==> src/gru_cell_forward_step_defines.svh <==
// assertion macros shared by the gru step rtl
`ifndef GRU_CELL_FORWARD_STEP_DEFINES_SVH
`define GRU_CELL_FORWARD_STEP_DEFINES_SVH

// same-cycle implication, checked on every clock once reset is released
`define GRU_ASSERT_IMPL(lbl, ante, cons) \
  lbl: assert property (@(posedge clk) disable iff (rst) (ante) |-> (cons)) \
    else $error("gru step assertion failed");

// next-cycle implication
`define GRU_ASSERT_NEXT(lbl, ante, cons) \
  lbl: assert property (@(posedge clk) disable iff (rst) (ante) |=> (cons)) \
    else $error("gru step assertion failed");

`endif

==> src/gru_pkg.sv <==
// shared types, sizes and constants of the gru step block
package gru_pkg;

  // network size
  localparam int FRAME_SIZE  = 16;
  localparam int UNITS       = 16;
  localparam int GATE_SPAN   = FRAME_SIZE * UNITS + UNITS * UNITS + UNITS;
  localparam int STORE_DEPTH = 3 * GATE_SPAN;
  localparam int ADDR_W      = 11;
  localparam int UNIT_W      = $clog2(UNITS);
  localparam int FRM_W       = $clog2(FRAME_SIZE);
  localparam int TERM_W      = $clog2(FRAME_SIZE + UNITS + 1);

  // datapath widths
  localparam int ACC_W  = 40;
  localparam int ACT_W  = 13;
  localparam int GATE_W = 12;
  localparam int MUL_W  = 30;
  localparam int SUM_W  = 31;

  // activation unit sizes
  localparam int EXP_BITS = 15;
  localparam int E_W      = 33;
  localparam int DIV_W    = 47;
  localparam int Q_W      = 12;
  localparam int STEP_W   = 4;

  typedef enum logic [1:0] {
    KIND_WEIGHT = 2'd0,
    KIND_SAMPLE = 2'd1,
    KIND_CLEAR  = 2'd2
  } kind_t;

  typedef enum logic [1:0] {
    GATE_R = 2'd0,
    GATE_Z = 2'd1,
    GATE_C = 2'd2
  } gate_t;

  typedef enum logic [2:0] {
    ST_IDLE,
    ST_MAC,
    ST_DRAIN,
    ST_ACT,
    ST_WAIT,
    ST_P1,
    ST_P2,
    ST_P3
  } state_t;

  typedef enum logic [2:0] {
    AS_IDLE,
    AS_EXP,
    AS_SETUP,
    AS_DIV,
    AS_DONE
  } act_state_t;

  // one ring cell: accumulator, hidden value and stored update gate
  typedef struct packed {
    logic signed [ACC_W-1:0] acc;
    logic signed [15:0]      h;
    logic [GATE_W-1:0]       g;
  } cell_t;

  // activation request
  typedef struct packed {
    logic start;
    logic tanh_mode;
  } act_ctl_t;

  // exp(-2^i/2048) in q32, worked out at elaboration
  typedef logic [31:0] coef_arr_t [EXP_BITS];

  function automatic coef_arr_t exp_coef_table();
    coef_arr_t t;
    real x;
    for (int i = 0; i < EXP_BITS; i++) begin
      x = $exp(-(2.0 ** i) / 2048.0) * 4294967296.0;
      t[i] = 32'(longint'(x));
    end
    return t;
  endfunction

  localparam coef_arr_t EXP_COEF = exp_coef_table();

endpackage

==> src/gru_act.sv <==
// shared sigmoid / tanh unit: bit-serial exp product then restoring divide
module gru_act (
  input  logic                              clk,
  input  logic                              rst,
  input  gru_pkg::act_ctl_t                 ctl,
  input  logic signed [15:0]                k,
  output logic                              done,
  output logic signed [gru_pkg::ACT_W-1:0] result
);
  import gru_pkg::*;

  act_state_t state, state_next;

  logic                    neg;
  logic                    tmode;
  logic                    sat_hit;
  logic [EXP_BITS-1:0]     m;
  logic [E_W-1:0]          e;
  logic [STEP_W-1:0]       step;
  logic [DIV_W-1:0]        rem;
  logic [DIV_W-1:0]        dvs;
  logic [Q_W-1:0]          q;

  logic signed [16:0]      mag;
  logic [17:0]             mm;
  logic [E_W+31:0]         eprod;
  logic [E_W:0]            dsum;
  logic [E_W-1:0]          nval;
  logic [Q_W-1:0]          p;
  logic signed [ACT_W-1:0] ps;

  // operand magnitude, doubled for tanh
  always_comb begin
    mag   = k[15] ? -(17'(k)) : 17'(k);
    mm    = ctl.tanh_mode ? {mag, 1'b0} : {1'b0, mag};
    eprod = e * EXP_COEF[step];
    dsum  = (E_W + 1)'(E_W'(1) << 32) + (E_W + 1)'(e);
    nval  = tmode ? ((E_W'(1) << 32) - e) : (E_W'(1) << 32);
  end

  // state register
  always_ff @(posedge clk) begin
    if (rst) begin
      state <= AS_IDLE;
    end else begin
      state <= state_next;
    end
  end

  // next state
  always_comb begin
    state_next = state;
    unique case (state)
      AS_IDLE:  if (ctl.start) state_next = AS_EXP;
      AS_EXP:   if (step == STEP_W'(EXP_BITS - 1)) state_next = AS_SETUP;
      AS_SETUP: state_next = AS_DIV;
      AS_DIV:   if (step == STEP_W'(Q_W - 1)) state_next = AS_DONE;
      AS_DONE:  state_next = AS_IDLE;
      default:  state_next = AS_IDLE;
    endcase
  end

  // datapath: one exp factor or one quotient bit per cycle
  always_ff @(posedge clk) begin
    case (state)
      AS_IDLE: begin
        if (ctl.start) begin
          neg     <= k[15];
          tmode   <= ctl.tanh_mode;
          sat_hit <= |mm[17:EXP_BITS];
          m       <= mm[EXP_BITS-1:0];
          e       <= E_W'(1) << 32;
          step    <= '0;
        end
      end
      AS_EXP: begin
        if (m[step]) begin
          e <= eprod[E_W+31:32];
        end
        step <= step + 1'b1;
      end
      AS_SETUP: begin
        rem  <= (DIV_W'(nval) << 12) + DIV_W'(dsum);
        dvs  <= DIV_W'(dsum) << 12;
        q    <= '0;
        step <= '0;
      end
      AS_DIV: begin
        if (rem >= dvs) begin
          rem <= rem - dvs;
          q   <= {q[Q_W-2:0], 1'b1};
        end else begin
          q   <= {q[Q_W-2:0], 1'b0};
        end
        dvs  <= dvs >> 1;
        step <= step + 1'b1;
      end
      default: ;
    endcase
  end

  // sign folding of the rounded magnitude
  always_comb begin
    p  = sat_hit ? Q_W'(2048) : q;
    ps = $signed({1'b0, p});
    if (tmode) begin
      result = neg ? -ps : ps;
    end else begin
      result = neg ? (ACT_W'(2048) - ps) : ps;
    end
    done = (state == AS_DONE);
  end

endmodule

==> config.mk <==
export PLATFORM = sky130hd
export DESIGN_NAME = gru_act
export DESIGN_NICKNAME = d
export VERILOG_FILES = /design/src/gru_cell_forward_step_defines.svh /design/src/gru_pkg.sv /design/src/gru_act.sv
export SDC_FILE = /design/constraint.sdc
export NUM_CORES = 2
export LEC_CHECK = 0
export ABC_CLOCK_PERIOD_IN_PS = 9300
export BUFFER_PORTS_ARGS = -buffer_cell sky130_fd_sc_hd__buf_2
export CELL_PAD_IN_SITES_DETAIL_PLACEMENT = 0
export CELL_PAD_IN_SITES_GLOBAL_PLACEMENT = 1
export CORE_ASPECT_RATIO = 1.25
export CORE_UTILIZATION = 48
export CTS_BUF_LIST = sky130_fd_sc_hd__clkbuf_4 sky130_fd_sc_hd__clkbuf_8 sky130_fd_sc_hd__clkbuf_16
export CTS_CLUSTER_DIAMETER = 60
export DETAILED_ROUTE_END_ITERATION = 8
export HOLD_SLACK_MARGIN = 0.05
export PLACE_DENSITY = 0.8
export RECOVER_POWER = 100
export SYNTH_ARGS = -nofsm -noshare
export SYNTH_HDL_FRONTEND = slang
export SYNTH_SLANG_ARGS = --single-unit
==> constraint.sdc <==
create_clock -name clk -period 9.3 [get_ports clk]
set_input_delay 0.465 -clock clk [delete_from_list [all_inputs] [get_ports clk]]
set_output_delay 0.465 -clock clk [all_outputs]
set_load 0.05 [all_outputs]
# == Word-level counts from Yosys, hierarchy flattened ==
# Memories as Yosys holds them, arrays and structs flattened.
# Index checks and enable logic that the tools add are counted.
# classes
add_sub_neg,8
n_mul,1
div,0
magnitude_cmp,3
n_eq_ne,11
n_shift,0
muxes,25
bitwise_logic,1
n_reduce_logical,11
# op_table
operator,n
$pmux 47 s2,2
$mux 33,3
$pmux 33 s2,1
$mul 33x32->65,1
$mux 32,2
$ge 47x47->1,1
$mux 47,1
$sub 47x47->47,1
$add 45x34->46,1
$mux 13,3
$add 33x33->34 const A,1
$sub 33x33->33 const A,1
$pmux 12 s2,1
$mux 18,1
$mux 17,1
$neg 16->17,1
$neg 12->13,1
$sub 12x12->13 const A,1
$mux 12,1
$pmux 3 s4,1
$pmux 4 s3,1
$ne 2x2->1 const B,5
$mux 3,3
$eq 4x4->1 const B,2
17 further kinds,23
# word_totals
reg_bits,164
latchBits,0
ram_bits,0
romBits,512
inputBits,20
out_inout_bits,14
elab_cells,72
memories,1
# mem_list
name,depth,word_bits,rd,rd_clocked_by_memory_dff,write_ports,line_no,rtl
(name not given),16,32,1,0,0,gru_act.sv:36,eprod = e * EXP_COEF[step];

# == Longest topological paths before layout ==
# depth
word_depth,7
mapped_depth,35
depth_no_buf,31

# == Least setup slack after synthesis ==
# Ideal clock, no wire load.
# synth_path
path_type,register to register
startpoint,register step[0]
endpoint,"register e[26], data pin"
setup_ps,266
t_arrival_ps,8695
t_required_ps,9034
slack_ps,339
stages_incl_launch_ff,32
n_path_buf,4
synth_period_minus_slack_ps,8961
path_cell_list,edfxtp_1 -> clkbuf_1 -> inv_1 -> ha_1 -> clkbuf_1 -> nand2b_1 -> o21ai_0 -> a21oi_1 -> clkbuf_1 -> nor2b_1 -> fa_1 -> fa_1 -> fa_1 -> inv_1 -> fa_1 -> inv_1 -> fa_1 -> fa_1 -> fa_1 -> fa_1 -> ha_1 -> clkbuf_1 -> a21oi_1 -> o21ai_0 -> a221oi_1 -> a21boi_0 -> o2bb2ai_1 -> nor3_1 -> or3b_2 -> o31ai_1 -> xnor2_1 -> nor2_1
# synth_between
elab_chain_cells,7
# synth_rtl
element,line_no,rtl
from (decl),gru_act.sv:19,logic [STEP_W-1:0] step;
from (signal assigned),gru_act.sv:80,step <= step + 1'b1;
from (signal assigned),gru_act.sv:96,step <= step + 1'b1;
$not 4->5 (not written as such),gru_act.sv:36,
$mem_v2 16x32,--,
$mux 32 (not written as such) (2 in a row),gru_act.sv:36,
$mul 33x32->65,gru_act.sv:36,
$mux 33,gru_act.sv:77,if (m[step]) begin
$pmux 33 s2,gru_act.sv:65,case (state)
to (signal assigned),gru_act.sv:72,e <= E_W'(1) << 32;
to (signal assigned),gru_act.sv:78,e <= eprod[E_W+31:32];
to (decl),gru_act.sv:18,logic [E_W-1:0] e;
# No other way between the ends. The select of a mux whose other input is x is not followed.
# A chain may end at the register's enable or synchronous reset.

# == Final worst setup path ==
# layout_path
startpoint,register step[1]
endpoint,"register e[26], data pin"
# The elaborated chain is that of the path after synthesis.

==> impl_metrics.tcl <==
set metrics [dict create \
    crit_fanout 16 \
    cts_tree "done" \
    r2r-start "step[1]$_SDFFCE_PN0P_" \
    nets 6406 \
    syn_to_final_growth_pct 6.721 \
    dieHeight_um 348.8 \
    tightest_slew_ns 3.595 \
    path_clk_slew_ns 0.08 \
    diodes 0 \
    die_area_mm2 0.09748 \
    avgRoutedWirePerCell_um 21.01 \
    synth_cell_types 78 \
    synth_ff_type "edfxtp_1" \
    relSlewSlack -1.396 \
    syn-mean-instance-area_um2 8.931 \
    status "complete, but fails checks" \
    yosysWarnings 0 \
    ys_ff_latch 163 \
    clock-sinks 163 \
    start_kind "flop" \
    drive_above_1_share 0.06080 \
    via_count 35850 \
    ioPinCount 34 \
    synthTopCellsByArea "fa_1, edfxtp_1, ha_1" \
    std_cell_rows 126 \
    synthCells 5172 \
    fp.dieW_um 279.5 \
    skew_ns 0.02218 \
    layout_common_cells "inv_1, fa_1, nand2_1, and2_1, ha_1" \
    coreArea_mm2 0.09491 \
    placed_area_mm2 0.04855 \
    end_kind "flop" \
    failed_checks "max-capacitance violations, max-slew violations" \
    criticalPathCategory "reg2reg" \
    holdWs_ns 0.1565 \
    drt-total-wl_um 134700 \
    drtIter0Drc 2126 \
    start_util 0.4867 \
    vias_per_cell 5.591 \
    drc 0 \
    hpwlAfterDp_um 106800 \
    clk_root_buffer_cell "clkbuf_16" \
    final.period_utilization 0.9698 \
    synth_nets 6459 \
    htree_num_levels 4 \
    reg2reg_depth 27 \
    layout_min_cycle_time_ns 9.019 \
    r2r-end "e[26]$_SDFFCE_PN0P_" \
    cp-startpoint "step[1]$_SDFFCE_PN0P_" \
    worstSkewPairLatency_ns 0.52 \
    slew_violations 269 \
    finalHoldViolations 0 \
    hold_class "in2reg" \
    syn_area_mm2 0.04619 \
    track_usage 0.2849 \
    postRouteAntennaNets 0 \
    hold_buffers 0 \
    rrSetupSlack_ns 0.28 \
    crit_end "e[26]$_SDFFCE_PN0P_" \
    grt-ovfl-total 0 \
    gp_congestion 0.9236 \
    grt_pass1_vias 38000 \
    clockBufferDepth 2 \
    cts_made_buffers 17 \
    synth_edf_count 160 \
    maxCapViolCount 5 \
    placedCellCount 6368 \
    grt_pass1_wl_um 211600 \
    setup_tns_ns 0 \
    async_flop_share 0 \
    yosysTopAreaCellShare 0.4018 \
    max_freq_ghz 0.1109 \
    arrival_ns 9.26 \
    io_buffers 33 \
    crit_required_ns 9.54 \
    worstHoldPathCells 2 \
    stdcell_count 6412 \
    seq_area_frac_synth 0.1053 \
    first_pass_iters 6 \
    final_area_mm2 0.04929 \
    finalSetupViolations 0 \
    synth_top_area_cell "fa_1" \
    antenna_found_initial 5 \
    grt_max_degree 95 \
    mostFrequentLayoutCell "inv_1" \
]
==> per-stage QoR <==
stage,utilization,setup slack (ns)
after floorplan,-,0.3391
after global placement,0.5115,0.1400
after detailed placement,0.5115,0.05421
after CTS,0.5178,0.02235
after global routing,0.5194,-0.1563
final,0.5194,0.2808
==> timing repair <==
action | 4_1_cts | 5_1_grt
endpoints found under the hold margin | 0 | 0
setup buffers | 0 | 10
resized for setup | 0 | 30
endpoints found under the setup margin | 0 | 20
==> final cells by class <==
cell class	count	area (um2)
Clock inverter	15	175.2
Inverter	959	3600
Multi-Input combinational cell	3740	36790
Fill cell	9009	45610
Clock buffer	17	425.4
Timing Repair Buffer	238	1837
Tap cell	1280	1602
Sequential cell	163	4865
==> routing by layer <==
layer  part of all wire  vias to the layer above  GRT usage
li1                   -                    15830          -
met1               0.37                    18500     0.3292
met2               0.51                     1108     0.5051
met3              0.054                      406    0.03637
met4              0.066                        0     0.1669
met5                  0                        -          0
==> critical path: stages (launching register included) <==
cell	delay (ns)
edfxtp_1	0.41
buf_6	0.23
ha_1	0.19
inv_1	0.15
mux4_2	0.65
and2_1	0.23
fa_1	0.47
inv_1	0.05
fa_1	0.47
fa_1	0.51
fa_1	0.51
inv_1	0.05
fa_1	0.59
fa_1	0.44
fa_1	0.51
fa_1	0.41
ha_1	0.36
a21oi_1	0.20
o21ai_0	0.16
a221oi_2	0.36
a21boi_0	0.29
buf_4	0.18
o2bb2ai_1	0.18
nor3_1	0.12
or3b_2	0.52
o31ai_1	0.27
xnor2_1	0.15
nor2_1	0.05
==> flip-flops by register name, indices dropped and copies added, names as in the netlist <==
register / cells
e: 33
m: 15
q: 12
neg: 1
tmode: 1
dvs: 46
sat_hit: 1
rem: 47
step: 4
state: 3
==> cell families (layout without fill, tap and decap cells) <==
logic type                 after synthesis  count (layout)  share of synthesized area
muxes                                   20              22                   0.005472
and+or+nand+nor                       1713            1713                     0.1845
adders and majority gates             1267            1267                     0.4939
xor gates and xnor gates               143             143                    0.02712
buffers and inverters                 1271            1229                     0.1036
AOI/OAI and AO/OA                      595             595                    0.08005
DFF                                    163             163                     0.1053
==> cell usage after synthesis (26+ instances only) <==
master and number:
a21o_1 75, a21oi_1 188, and2_1 523, and3_1 52, clkbuf_1 304, edfxtp_1 160
fa_1 927, ha_1 340, inv_1 955, nand2_1 666, nand2b_1 29, nand3_1 62
nand4_1 27, nor2_1 193, nor2b_1 51, nor3_1 38, o21ai_0 147, o21bai_1 26
xnor2_1 80, xor2_1 63
==> worst min-delay path by stage <==
stage,from,end,slack (ns)
after floorplan,dvs[26]$_DFFE_PN_,dvs[25]$_DFFE_PN_,0.52
after global placement,dvs[26]$_DFFE_PN_,dvs[25]$_DFFE_PN_,0.55
after detailed placement,dvs[12]$_DFFE_PN_,dvs[11]$_SDFFCE_PN0N_,0.56
after CTS,rst,state[0]$_SDFFE_PP0P_,0.13
after global routing,rst,state[0]$_SDFFE_PP0P_,0.15
final,rst,state[0]$_SDFFE_PP0P_,0.16
Power is not shown: default switching activity piles up to over one toggle a cycle in this logic, so the estimate is an artifact.
