## src/gru_cell_forward_step_defines.svh

```systemverilog
// assertion macros shared by the gru step rtl
`ifndef GRU_CELL_FORWARD_STEP_DEFINES_SVH
`define GRU_CELL_FORWARD_STEP_DEFINES_SVH

// same-cycle implication, checked on every clock once reset is released
`define GRU_ASSERT_IMPL(lbl, ante, cons) \
  lbl: assert property (@(posedge clk) disable iff (rst) (ante) |-> (cons)) \
    else $error("gru step assertion failed");

// next-cycle implication
`define GRU_ASSERT_NEXT(lbl, ante, cons) \
  lbl: assert property (@(posedge clk) disable iff (rst) (ante) |=> (cons)) \
    else $error("gru step assertion failed");

`endif

```

## src/gru_pkg.sv

```systemverilog
// shared types, sizes and constants of the gru step block
package gru_pkg;

  // network size
  localparam int FRAME_SIZE  = 16;
  localparam int UNITS       = 16;
  localparam int GATE_SPAN   = FRAME_SIZE * UNITS + UNITS * UNITS + UNITS;
  localparam int STORE_DEPTH = 3 * GATE_SPAN;
  localparam int ADDR_W      = 11;
  localparam int UNIT_W      = $clog2(UNITS);
  localparam int FRM_W       = $clog2(FRAME_SIZE);
  localparam int TERM_W      = $clog2(FRAME_SIZE + UNITS + 1);

  // datapath widths
  localparam int ACC_W  = 40;
  localparam int ACT_W  = 13;
  localparam int GATE_W = 12;
  localparam int MUL_W  = 30;
  localparam int SUM_W  = 31;

  // activation unit sizes
  localparam int EXP_BITS = 15;
  localparam int E_W      = 33;
  localparam int DIV_W    = 47;
  localparam int Q_W      = 12;
  localparam int STEP_W   = 4;

  typedef enum logic [1:0] {
    KIND_WEIGHT = 2'd0,
    KIND_SAMPLE = 2'd1,
    KIND_CLEAR  = 2'd2
  } kind_t;

  typedef enum logic [1:0] {
    GATE_R = 2'd0,
    GATE_Z = 2'd1,
    GATE_C = 2'd2
  } gate_t;

  typedef enum logic [2:0] {
    ST_IDLE,
    ST_MAC,
    ST_DRAIN,
    ST_ACT,
    ST_WAIT,
    ST_P1,
    ST_P2,
    ST_P3
  } state_t;

  typedef enum logic [2:0] {
    AS_IDLE,
    AS_EXP,
    AS_SETUP,
    AS_DIV,
    AS_DONE
  } act_state_t;

  // one ring cell: accumulator, hidden value and stored update gate
  typedef struct packed {
    logic signed [ACC_W-1:0] acc;
    logic signed [15:0]      h;
    logic [GATE_W-1:0]       g;
  } cell_t;

  // activation request
  typedef struct packed {
    logic start;
    logic tanh_mode;
  } act_ctl_t;

  // exp(-2^i/2048) in q32, worked out at elaboration
  typedef logic [31:0] coef_arr_t [EXP_BITS];

  function automatic coef_arr_t exp_coef_table();
    coef_arr_t t;
    real x;
    for (int i = 0; i < EXP_BITS; i++) begin
      x = $exp(-(2.0 ** i) / 2048.0) * 4294967296.0;
      t[i] = 32'(longint'(x));
    end
    return t;
  endfunction

  localparam coef_arr_t EXP_COEF = exp_coef_table();

endpackage

```

## src/gru_cell.sv

```systemverilog
// one ring cell holding a unit's accumulator, hidden value and update gate
module gru_cell (
  input  logic           clk,
  input  logic           rst,
  input  logic           shift,
  input  logic           clear,
  input  gru_pkg::cell_t prev,
  output gru_pkg::cell_t cur
);
  import gru_pkg::*;

  logic signed [ACC_W-1:0] acc;
  logic signed [15:0]      h;
  logic [GATE_W-1:0]       g;

  // hidden value is architectural state, cleared on reset and clear requests
  always_ff @(posedge clk) begin
    if (rst) begin
      h <= '0;
    end else if (clear) begin
      h <= '0;
    end else if (shift) begin
      h <= prev.h;
    end
  end

  // working values move along the ring
  always_ff @(posedge clk) begin
    if (shift) begin
      acc <= prev.acc;
      g   <= prev.g;
    end
  end

  assign cur = '{acc: acc, h: h, g: g};

endmodule

```

## config.mk

```make
export PLATFORM = sky130hd
export DESIGN_NAME = gru_cell
export DESIGN_NICKNAME = d
export VERILOG_FILES = /design/src/gru_cell_forward_step_defines.svh /design/src/gru_pkg.sv /design/src/gru_cell.sv
export SDC_FILE = /design/constraint.sdc
export NUM_CORES = 1
export LEC_CHECK = 0
export ABC_AREA = 1
export BUFFER_PORTS_ARGS = -buffer_cell sky130_fd_sc_hd__buf_2
export CAP_MARGIN = 20
export CELL_PAD_IN_SITES_DETAIL_PLACEMENT = 0
export CELL_PAD_IN_SITES_GLOBAL_PLACEMENT = 2
export CORE_ASPECT_RATIO = 1.25
export CORE_UTILIZATION = 25
export CTS_CLUSTER_SIZE = 40
export DETAILED_ROUTE_END_ITERATION = 6
export PLACE_DENSITY = 0.82
export SYNTH_ARGS = -nofsm -noshare
export SYNTH_HDL_FRONTEND = slang
export SYNTH_SLANG_ARGS = --single-unit
```

## constraint.sdc

```tcl
create_clock -name clk -period 0.8 [get_ports clk]
set_input_delay 0.16 -clock clk [delete_from_list [all_inputs] [get_ports clk]]
set_output_delay 0.16 -clock clk [all_outputs]
set_load 0.01 [all_outputs]
```

* Yosys cells after proc, flatten, opt, wreduce, memory -nomap -nowiden
Cells that the tools add are included.
Operators by class: reductions and logical operators 1
Operators with widths (number):
- OR reduction 2 bit | 1
Word-level totals: register bits 68, output and inout port bits 68, word-level logic and storage cells 4

* Logic depth before layout (Yosys ltp)
Gate-level depths: netlist (run 1).
depth after elaboration 1, depth in mapped cells 4

* Worst setup path after synthesis (run 1)
Ideal clock, no wire load.
kind input port to flip-flop, start point input clear, end point register h[10], arrival 0.567 ns, data required time 0.738 ns, setup slack 0.172 ns, stages 4, buffers on the path 1, cells stage by stage nor2_4 > buf_6 > nand2_1 > nor2_2
On the way: word-level cells in the longest chain between the ends 1
RTL lines:
- start: declaration | RTL line gru_cell.sv:6 | input logic clear,
- OR reduction 2 bit (no source line)
- end signal: assignment | RTL line gru_cell.sv:23 | h <= prev.h;
- end: declaration | RTL line gru_cell.sv:13 | logic signed [15:0] h;
Every way passes these cells. A chain may end at the register's enable or synchronous reset.

* Worst setup path in the final report (run 1)
start point register acc[38], end point output cur[66] in the netlist's numbering
RTL lines:
- start: declaration | RTL line gru_cell.sv:12 | logic signed [ACC_W-1:0] acc;
- start signal: assignment | RTL line gru_cell.sv:30 | acc <= prev.acc;
- end: declaration | RTL line gru_cell.sv:8 | output gru_pkg::cell_t cur
No word-level cell between the ends.

==> results of run 1 <==
-- kinds of logic (layout without fill, tap and decap cells) --
family | Yosys count | after routing | synth area share
buffers and inverters | 20 | 226 | 0.0416
DFF | 68 | 68 | 0.835
and+or+nand+nor | 65 | 65 | 0.124
-- path summary, 6_finish.rpt --
path,to,depth (start not counted)
setup / recovery,cur[66],1
hold / removal,acc[36],1
setup reg to reg,h[9],3
hold reg to reg,h[0],2
-- where the power goes --
part           internal, mW  switching (mW)  total [mW]
clock                  1.39            1.21        2.61
combinational         0.560           0.456        1.02
sequential             4.07          0.0710        4.14
total                  6.03            1.74        7.77
-- per-layer routing --
layer | vias up | share of wire | global-route usage | routed length (um)
met1 | 812 | 0.39 | 0.126 | 2190
met3 | 13 | 0.079 | 0.0351 | 445
met4 | 0 | 0.023 | 0.0750 | 131
met5 | - | 0 | 0 | 0
li1 | 898 | - | - | -
met2 | 103 | 0.51 | 0.223 | 2840
-- placed cells by master (no fill, tap or decap) --
cell             n
nor2_1          22
bufinv_16        1
edfxtp_1        52
clkbuf_8         9
nand2_1         31
clkinv_1         1
buf_2          122
clkinvlp_4       1
buf_12           3
nor2_2          10
dfxtp_2         16
dlygate4sd3_1   50
inv_1           16
buf_4            4
buf_6           16
clkinv_2         3
nand2_2          1
nor2_4           1
-- flip-flops by register name, summed over array words and instances, names as in the netlist --
signal  cells
h          16
acc        40
g          12
-- synthesized netlist by cell type --
library cell,instances,area share
nand2_1,31,0.052
inv_1,16,0.027
nand2_2,1,0.0028
dfxtp_1,16,0.14
nor2_4,1,0.0050
edfxtp_1,52,0.69
nor2_1,22,0.037
nor2_2,10,0.028
buf_6,1,0.0050
buf_4,3,0.010
-- per-stage QoR --
step            util  TNS [ns]  instances  hold WS [ns]  cell area (um^2)
2_1_floorplan      -         0        153         0.259              2250
3_3_place_gp   0.361    -0.905        413         0.336              3140
3_5_place_dp   0.361    -0.850        413         0.338              3140
4_1_cts        0.454    -14.40        479       0.00391              3950
5_1_grt        0.454    -15.71        479       0.00180              3950
6_report       0.454    -12.36        479        0.0270              3950
-- what timing repair did --
item,in CTS,in global routing
setup endpoints to repair,68,68
pin swaps,0,0
hold endpoints to repair,50,0
hold buffers,50,0
setup buffers,1,0
resized for setup,32,0
-- area by class of cell --
type | instances | area, um^2
Clock inverter | 6 | 56.3
Inverter | 16 | 60.1
Sequential cell | 68 | 1900
Clock buffer | 9 | 124
Multi-Input combinational cell | 65 | 279
Fill cell | 792 | 4750
Tap cell | 120 | 150
Timing Repair Buffer | 195 | 1380
==> impl_metrics.csv, run 1 <==
group,metric,value,unit
run_status,status,"finished with violations",
run_status,violations,"negative setup slack",
timing,tightest_slew,0.168,ns
routing,drt_first_pass_iters,5,
clock_tree,clockBufferDepth,2,
timing,timing.final.ws_setup,-0.241,ns
critical_path,path_buf_inv,1,
synth,ys_seq_area_frac,0.835,
routing,route.vias.total,1826,
clock_tree,cts_tree,"yes",
routing,detail-route-antenna-nets,0,
die,die_area,0.00940,mm^2
pwr,power_leakage,1.78,nW
timing,finalHoldViolCount,0,
critical_path,crit_chain,"buf_2",
placement,post-place-ws,-0.0252,ns
clock_tree,h-tree-depth,3,
hold_path,hold_start,"prev[64]",
global_route,grt_pass1_vias,1827,
timing,period_needed,1.04,ns
critical_path,path_class,"flip-flop to output port",
die,start_util,0.259,
critical_path,slowest_delay,0.39,ns
synth,synth_cell_types,10,
die,core,0.00870,mm^2
critical_path,cpMaxStageDelayCell,"edfxtp_1",
critical_path,crit_family,"flip-flops",
synth,syn_avg_cell_area,14.7,um^2
timing,fin_crit_sh,1.30,
clock_tree,clock_latency,0.33,ns
pwr,p_per_area,1960,mW/mm^2
hold_path,min_path_type,"primary input to flip-flop",
timing,slew-limit-headroom,0.888,
synth,ys_seq_elements,68,
global_route,grt_use_total,0.124,
die,dieWidth,86.9,um
die,num_io_pins,140,
critical_path,cp.required,0.64,ns
critical_path,r2r_setup_slack,0.11,ns
global_route,grt_overflow,0,
timing,grt_setup_unrepaired,"true",
routing,drtIter0Drc,40,
finish,drive_gt1_frac,0.521,
timing,finClkSkew,0,ns
pwr,power,7.77,mW
critical_path,worstSetupStartpoint,"acc[38]",
critical_path,worst_ep_arrival_time,0.88,ns
timing,max_clock_freq,0.960,GHz
routing,wl_per_cell,11.7,um
global_route,grt_pass1_wl,8510,um
routing,wirelength,5610,um
placement,place.gp.congestion,0.754,
clock_tree,ctsRootBufferMaster,"clkbuf_8",
global_route,antenna_found_initial,0,
synth,netlist_instances,153,
clock_tree,numCtsBuffers,9,
run,drv_cap,0,
synth,netlist_area,0.00225,mm^2
critical_path,endpoint_kind,"output port",
critical_path,cp_max_fo,1,
routing,drc,0,
finish,n_antenna_cell,0,
finish,finalNetCount,427,
placement,port_buffers,139,
finish,area_delta_synth_final,75.3,%
synth,synth_nets,225,
routing,vias_per_cell,3.81,
critical_path,cp-start-kind,"flip-flop",
timing,slew_viol_final,0,
timing,setup_viol,68,
pwr,ir_worst_vdd,0.000591,V
die,num_rows,38,
synth,yosysWarnings,0,
placement,dp_hpwl,3580,um
clock_tree,clk_pin_slew_worst_paths,0.07,ns
die,chipHeight,108,um
critical_path,r2r_start,"h[9]",
global_route,grt_start_max_net_pins,36,
clock_tree,cts_sinks,68,
(Power assumes the default switching activity.)
==> run 2: changes to the inputs <==
- BUFFER_PORTS_ARGS: -buffer_cell sky130_fd_sc_hd__buf_2 -> -buffer_cell sky130_fd_sc_hd__clkbuf_2
- CTS_CLUSTER_SIZE: 40 -> not set
- SLEW_MARGIN: not set -> 10
==> impl_metrics.csv, run 2 (synthesis gave the netlist of run 1 again) <==
group,metric,value,unit
global_route,grt_use_total,0.118,
hold_path,hold_start,"prev[46]",
routing,route.vias.total,1795,
placement,dp_hpwl,3650,um
timing,finClkSkew,0,ns
clock_tree,numCtsBuffers,9,
finish,finalNetCount,424,
hold_path,min_path_type,"primary input to flip-flop",
routing,wl_per_cell,11.7,um
critical_path,worst_ep_arrival_time,0.86,ns
placement,place.gp.congestion,0.757,
run_status,status,"finished with violations",
global_route,grt_start_max_net_pins,36,
finish,final_cells,477,
die,core,0.00870,mm^2
finish,final_cell_mix,"clkbuf_2 (121), edfxtp_1 (52), dlygate4sd3_1 (48)",
routing,drtIter0Drc,32,
placement,placed_cells,413,
routing,drc,0,
finish,layout_commonest_cell,"clkbuf_2",
die,num_io_pins,140,
clock_tree,clk_pin_slew_worst_paths,0.07,ns
clock_tree,cts_sinks,68,
critical_path,slowest_delay,0.39,ns
clock_tree,cts_setup_buffers,0,
timing,grt_setup_unrepaired,"true",
die,start_util,0.259,
finish,nFillCells,831,
global_route,grt_pass1_vias,1806,
pwr,power_frac_seq,0.557,
global_route,grt_overflow,0,
routing,detail-route-antenna-nets,0,
timing,max_clock_freq,0.980,GHz
clock_tree,clockBufferDepth,2,
pwr,p_int,5.73,mW
timing,finalSetupTns,-11.84,ns
pwr,combPwrFrac,0.134,
pwr,pwr-share-clk,0.309,
clock_tree,ctsRootBufferMaster,"clkbuf_8",
timing,finalHoldViolCount,0,
run_status,violations,"negative setup slack",
timing,slew-limit-headroom,0.887,
critical_path,cp-start-kind,"flip-flop",
pwr,ir_worst_vdd,0.000578,V
timing,fin_crit_sh,1.28,
timing,finalHoldWorstSlack,0.0279,ns
timing,period_needed,1.02,ns
die,num_rows,38,
finish,largest-register,"acc",
critical_path,crit_family,"flip-flops",
critical_path,r2r_start,"h[9]",
finish,drive_gt1_frac,0.518,
placement,postPlaceCellArea,0.00314,mm^2
critical_path,worstSetupStartpoint,"g[1]",
global_route,grt_pass1_wl,8200,um
placement,port_buffers,139,
critical_path,path_buf_inv,1,
global_route,antenna_found_initial,0,
timing,timing.final.ws_setup,-0.220,ns
clock_tree,clock_latency,0.33,ns
finish,area_delta_synth_final,73.2,%
finish,top_regs,"acc x40, h x16, g x12",
timing,slew_viol_final,0,
critical_path,crit_chain,"clkbuf_2",
pwr,p_per_area,1910,mW/mm^2
die,chipHeight,108,um
critical_path,path_class,"flip-flop to output port",
critical_path,cpMaxStageDelayCell,"edfxtp_1",
routing,drt_first_pass_iters,4,
die,dieWidth,86.9,um
finish,n_antenna_cell,0,
pwr,p_sw,1.74,mW
pwr,power_leakage,1.78,nW
timing,tightest_slew,0.169,ns
finish,largest_reg_flops,40,
finish,finalInstanceArea,0.00391,mm^2
clock_tree,cts_tree,"yes",
critical_path,endpoint_kind,"output port",
die,die_area,0.00940,mm^2
clock_tree,h-tree-depth,3,
critical_path,cp.required,0.64,ns
routing,wirelength,5570,um
critical_path,cp_max_fo,1,
routing,vias_per_cell,3.76,
run,drv_cap,0,
timing,setup_viol,68,
pwr,p_sw_frac,0.233,
==> run 2: cell types whose count changed in the layout (fill, tap and decap cells not counted), sizes merged <==
cell         delta
clkinv          -1
clkbuf        +123
dlygate4sd3     -2
bufinv          -1
clkinvlp        +1
buf           -122
==> run 2: final timing paths <==
path	to	slack [ns]	cells after the start
min reg2reg	h[0]	0.48	2
max reg2reg	h[9]	0.20	2
min	acc[18]	0.03	1
max	cur[1]	-0.22	1
==> run 2: repair_timing <==
item	CTS	global route
endpoints found under the hold margin	48	0
hold buffers	48	0
endpoints found under the setup margin	68	68
resized for setup	16	33
==> run 2: final cells by class <==
type / instances / area (um^2) / area share
clock buffers: 11 / 131 / 0.0336
clock inverters: 5 / 28.8 / 0.00737
inverters: 16 / 60.1 / 0.0154
multi-input cells: 65 / 279 / 0.0715
flip-flops and latches: 68 / 1900 / 0.487
well taps: 120 / 150 / 0.0384
repair buffers: 192 / 1350 / 0.347
==> run 2: layer usage <==
metal / global-route usage / wire (um)
met4: 0.0619 / 113
met1: 0.125 / 2130
met3: 0.0412 / 555
met2: 0.206 / 2770
met5: 0 / 0
==> run 2: power by group through the flow <==
stage                     sequential (mW)  clock (mW)  combinational [mW]
after floorplan                      4.35           0               0.137
after global placement               4.21           0               0.772
after detailed placement             4.22           0               0.782
after CTS                            4.15        2.45               0.974
after global routing                 4.18        2.59                1.10
final                                4.16        2.31                1.00
==> run 2: per-stage QoR <==
stage	power [mW]	util	worst slack [ns]
after floorplan	4.49	-	0.172
after CTS	7.57	0.437	-0.253
after global routing	7.87	0.449	-0.277
after global placement	4.98	0.361	-0.0369
final	7.47	0.449	-0.220
after detailed placement	5.00	0.361	-0.0352
